File: src/sv/rbk_pkg.sv
// ----------------------------------------------------------------------------
// rbk_pkg
// shared constants, types, rounding helpers and payoff helper of the trinomial rollback unit
// ----------------------------------------------------------------------------
package rbk_pkg;

  localparam int MaxSteps  = 256;
  localparam int PriceBits = 48;
  localparam int NodeDepth = 2 * MaxSteps + 1;
  localparam int IdxW      = $clog2(NodeDepth);
  localparam int AccW      = 84;
  localparam int ProbW     = 33;
  localparam int OpW       = 32;
  localparam int StepW     = 9;

  localparam logic [2:0] RegStepCount = 3'd0;

  typedef struct packed {
    logic vld;
    logic hi;
    logic clr;
  } mac_ctl_t;

  typedef struct packed {
    logic                 sat;
    logic [PriceBits-1:0] val;
  } rnd_t;

  function automatic rnd_t rnd32(input logic [AccW-1:0] acc);
    logic [AccW-1:0] t;
    rnd_t r;
    t = acc + (AccW'(1) << 31);
    r.sat = |t[AccW-1:32+PriceBits];
    r.val = r.sat ? {PriceBits{1'b1}} : t[32+PriceBits-1:32];
    return r;
  endfunction

  function automatic rnd_t rnd28(input logic [AccW-1:0] acc);
    logic [AccW-1:0] t;
    rnd_t r;
    t = acc + (AccW'(1) << 27);
    r.sat = |t[AccW-1:28+PriceBits];
    r.val = r.sat ? {PriceBits{1'b1}} : t[28+PriceBits-1:28];
    return r;
  endfunction

  function automatic logic [PriceBits-1:0] payoff(input logic [PriceBits-1:0] s,
                                                  input logic [PriceBits-1:0] k,
                                                  input logic put);
    logic [PriceBits-1:0] r;
    if (put) r = (k > s) ? k - s : '0;
    else     r = (s > k) ? s - k : '0;
    return r;
  endfunction

endpackage

File: src/sv/rbk_mac.sv
// ----------------------------------------------------------------------------
// rbk_mac
// 33x32 multiplier with registered product and wide accumulator
// ----------------------------------------------------------------------------
module rbk_mac import rbk_pkg::*; (
  input  logic            clk_i,
  input  logic            rst_ni,
  input  mac_ctl_t        ctl_i,
  input  logic [ProbW-1:0] a_i,
  input  logic [OpW-1:0]   b_i,
  output logic [AccW-1:0]  acc_o
);

  logic [ProbW+OpW-1:0] prod_q;
  mac_ctl_t             ctl_q;
  logic [AccW-1:0]      acc_q, acc_d, term;

  always_ff @(posedge clk_i or negedge rst_ni) begin
    if (!rst_ni) begin
      ctl_q <= '0;
    end else begin
      ctl_q <= ctl_i;
    end
  end

  always_ff @(posedge clk_i) begin
    prod_q <= a_i * b_i;
    acc_q  <= acc_d;
  end

  always_comb begin
    term  = ctl_q.hi ? (AccW'(prod_q) << 32) : AccW'(prod_q);
    acc_d = acc_q;
    if (ctl_q.vld) acc_d = (ctl_q.clr ? '0 : acc_q) + term;
  end

  assign acc_o = acc_q;

endmodule

File: config.mk
export PLATFORM = sky130hd
export DESIGN_NAME = rbk_mac
export DESIGN_NICKNAME = d
export VERILOG_FILES = /design/src/sv/rbk_pkg.sv /design/src/sv/rbk_mac.sv
export SDC_FILE = /design/constraint.sdc
export NUM_CORES = 2
export LEC_CHECK = 0
export BUFFER_PORTS_ARGS = -buffer_cell sky130_fd_sc_hd__buf_2
export CAP_MARGIN = 0
export CORE_MARGIN = 2
export CORE_UTILIZATION = 50
export CTS_CLUSTER_SIZE = 8
export DETAILED_ROUTE_END_ITERATION = 7
export PLACE_DENSITY = 0.66
export SLEW_MARGIN = 20
export SYNTH_ARGS = -nofsm -noshare
export SYNTH_HDL_FRONTEND = slang
export SYNTH_SLANG_ARGS = --single-unit
export TNS_END_PERCENT = 10
File: constraint.sdc
create_clock -name clk_i -period 4.4 [get_ports clk_i]
set_input_delay 0.66 -clock clk_i [delete_from_list [all_inputs] [get_ports clk_i]]
set_output_delay 0.66 -clock clk_i [all_outputs]
set_load 0.02 [all_outputs]
======== Word-level counts from Yosys, hierarchy flattened ========
Cells that the tools add are included.
storage, ports and cells
  bits in registers ....................... 152
  bits of input ports ..................... 70
  output and inout bits ................... 84
  word-level logic and storage cells ...... 9
cells by class
  $add $sub $neg .......................... 1
  multipliers ............................. 1
  muxes and demuxes ....................... 2
operators by type and width
  kind                          number
  2-to-1 mux 84 bit             2
  adder 84 bit                  1
  multiplier 33 x 32 -> 65 bit  1

======== Depth between registers and ports, before layout ========
  word-level depth ........................ 2
  mapped depth ............................ 30

======== Least setup slack after synthesis ========
OpenSTA, ideal clock, no wires.
  path kind ............................... input port to flip-flop
  start ................................... input port a_i[30]
  end ..................................... register prod_q[59]
  setup time .............................. 119 ps
  data arrival time ....................... 7438 ps
  data required time ...................... 4281 ps
  setup slack ............................. -3158 ps
  stages .................................. 26
  cells stage by stage .................... clkbuf_1 nand2_1 fa_1 inv_1 fa_1 inv_1 fa_1 fa_1 inv_1 fa_1 fa_1 fa_1 inv_1 fa_1 inv_1 ha_1 clkbuf_1 nand4_1 or4_1 nor4_1 o31a_1 a31o_2 a21oi_1 o31ai_1 a21oi_1 xnor2_1
on the way
  cells in the longest elaborated chain, start to end .. 1
RTL lines
  element                       RTL line       RTL
  from (decl)                   rbk_mac.sv:9   input logic [ProbW-1:0] a_i,
  multiplier 33 x 32 -> 65 bit  rbk_mac.sv:27  prod_q <= a_i * b_i;
  to (signal assigned)          rbk_mac.sv:27
  to (decl)                     rbk_mac.sv:14  logic [ProbW+OpW-1:0] prod_q;
No other way between the ends.
A chain may end at the register's enable or synchronous reset.

======== Final worst setup path ========
  start ................................... input port b_i[10]
  end ..................................... register prod_q[59]
on the way
  cells in the longest elaborated chain, start to end .. 1
RTL lines
  element                       RTL line       RTL
  from (decl)                   rbk_mac.sv:10  input logic [OpW-1:0] b_i,
  multiplier 33 x 32 -> 65 bit  rbk_mac.sv:27
No other way between the ends.

==> metrics.cfg <==
[status]
outcome = finished, violations left
failed_checks = negative setup slack

[clock_network]
cts_buffer_depth = 2
cts_tree = built
postCtsHoldBufs = 0
cts_made_buffers = 17
clkSinkCount = 152
cts-root-buf = clkbuf_16
htreeDepth = 4
insertion_delay_ns = 0.45
clk_pin_slew_ns = 0.08

[placed_design]
gp_congestion = 0.952
port_buffers = 153
pre_cts_slack_ns = -3.66
dp.final_hpwl_mm = 107

[sta]
fin_ws_ns = -2.84
max_slew_margin_pct = 49.9
grt_setup_unrepaired = true
finalClockSkew_ns = 0.0188
hold_violations = 0
worstMarginPinSlew_ns = 0.744
clock.fmax_mhz = 138
min_period_ns = 7.24
hold_slack_ns = 0.0373
slew_violations = 0
finalCritPeriodShare_pct = 165
setup_viol = 57

[detailed_routing]
via_per_inst = 5.32
wirelength_mm = 124
wl_per_cell_um = 19.0
drc = 0
firstDrtPassIters = 5
drt_iter0_drc = 2032
routed-via-count = 34700
drtAntennaViolNets = 0

[yosys]
yosysWarnings = 0
yosys-top-cells-area = fa_1, ha_1, inv_1
synth_top_area_share_pct = 41.9
syn_avg_cell_area_um2 = 8.99
seq_area_frac_synth_pct = 8.80
async_flop_share_pct = 1.97
synthesis.nets = 6270
ys_ff_latch = 152
synth_edf_count = 84
synth_area_leader_cell = fa_1
synth_cell_types = 76
synth-main-ff-cell = edfxtp_1
synth_area_um2 = 44300
syn_inst = 4926

[layout]
fillers = 7756
final_nets = 6703
drive_gt1_share_pct = 17.2
area_growth_pct = 16.7
n_antenna_cell = 0

[job]
cap_viol_max_count = 0

[setup_path]
worstPathRequired_ns = 4.74
crit_type = in2reg
end_kind = flop
crit_arrival_ns = 7.58
worstPathMaxFanout = 12
critPathLaunchType = primary input

[global_routing]
grt_pass1_wl_mm = 199
grt_remaining_overflow = 0
grt_pass1_vias = 37300
grt_usage_pct = 27.8
grt_antenna_before_repair = 3
grt_max_degree = 50

[die]
die_area_um2 = 91000
chipHeight_um = 302
start_util_pct = 50.3
rows = 109
core_um2 = 88100
ios = 154
dieWidth_um = 302

[hold_path]
min-delay-path-class = in2async

==> worst max-delay path: stages <==
cell	delay, ns
buf_8	0.14
buf_6	0.13
and2_4	0.13
fa_1	0.51
fa_1	0.60
fa_1	0.45
fa_1	0.52
fa_2	0.63
fa_1	0.43
fa_1	0.49
inv_1	0.05
fa_1	0.49
inv_2	0.05
ha_4	0.26
nand4_1	0.12
or4_4	0.61
nor4_4	0.21
o31a_1	0.24
a31o_4	0.21
a21oi_4	0.07
buf_4	0.15
o31ai_4	0.18
a21oi_2	0.09
xnor2_1	0.13
==> synth_stat cells (12+ instances only) <==
cell	instances
a21oi_1	192
nand3_1	27
clkbuf_1	260
a21o_1	70
mux2_2	33
xor2_1	51
o21ai_0	94
xnor2_1	94
nand2b_1	13
inv_1	973
nor2_1	79
nand2_1	685
edfxtp_1	84
nand4_1	45
and3_1	19
fa_1	927
ha_1	347
nor3_1	23
o31ai_1	12
dfxtp_1	65
and2_1	515
nor2b_1	128
a31oi_1	17
o21bai_1	42
==> routing by layer <==
layer | global-route usage, % | vias to the layer above | routed length [um]
li1 | - | 15800 | -
met2 | 49.0 | 1048 | 63000
met5 | 0 | - | 11
met1 | 36.9 | 17600 | 51100
met4 | 8.57 | 2 | 4240
met3 | 1.56 | 222 | 5730
==> repair_timing <==
item,4_1_cts,5_1_grt
gates resized for setup,248,80
pin swaps,103,34
setup endpoints to repair,58,60
buffers inserted,26,6
==> cells in the final DEF, fill, tap and decap left out, types with 74 or more instances in the layout <==
master and count:
inv_1 963, fa_1 894, nand2_1 682, and2_1 497, buf_4 482, ha_1 328
a21oi_1 168, nor2b_1 128, buf_2 102, xnor2_1 89, edfxtp_1 84, o21ai_0 81
nor2_1 74
==> final cells by class <==
type	count	area, um2	area share (%)
clock inverter	15	171	0.332
timing repair buffer	678	5540	10.7
clock buffer	17	425	0.823
inverter	973	3650	7.07
sequential	152	3910	7.56
tap	1165	1460	2.82
multi-input combinational	3537	36500	70.7
==> cells by family after synthesis <==
| logic type | count (synthesis) | share of synthesized area (%) |
|---|---|---|
| fa+ha+maj | 1274 | 51.7 |
| simple gates | 1563 | 17.7 |
| mux | 33 | 0.839 |
| xor+xnor | 145 | 2.87 |
| compound gates | 522 | 7.61 |
| buf+inv | 1237 | 10.5 |
| flops | 152 | 8.80 |
==> worst paths after layout <==
| kind | from | end | slack (ns) | depth (start not counted) |
|---|---|---|---|---|
| min | rst_ni | ctl_q[1] | 0.04 | 1 |
| min reg2reg | acc_o[0] | acc_o[0] | 0.71 | 2 |
| max reg2reg | ctl_q[0] | acc_o[76] | 0.24 | 16 |
| min in group clk_i | ctl_i[1] | ctl_q[1] | 0.33 | 1 |
| max in group asynchronous | rst_ni | ctl_q[2] | 4.18 | 1 |
| max | b_i[10] | prod_q[59] | -2.84 | 24 |
==> metrics by stage <==
step / util [%] / TNS [ns] / area [um2] / instances
6_report: 58.7 / -120.86 / 51700 / 6537
3_3_place_gp: 56.2 / -163.63 / 49500 / 6473
3_5_place_dp: 56.2 / -166.92 / 49500 / 6473
4_1_cts: 58.2 / -122.93 / 51300 / 6531
2_1_floorplan: - / -126.29 / 44400 / 4926
5_1_grt: 58.7 / -132.86 / 51700 / 6537
==> flip-flops by register name, summed over array words and instances (netlist names) <==
signal,count
ctl_q,3
prod_q,65
acc_o,84
Power is left out: the tool's default activity adds up to more than one toggle a clock period on the data nets, which glitch-free logic cannot reach.
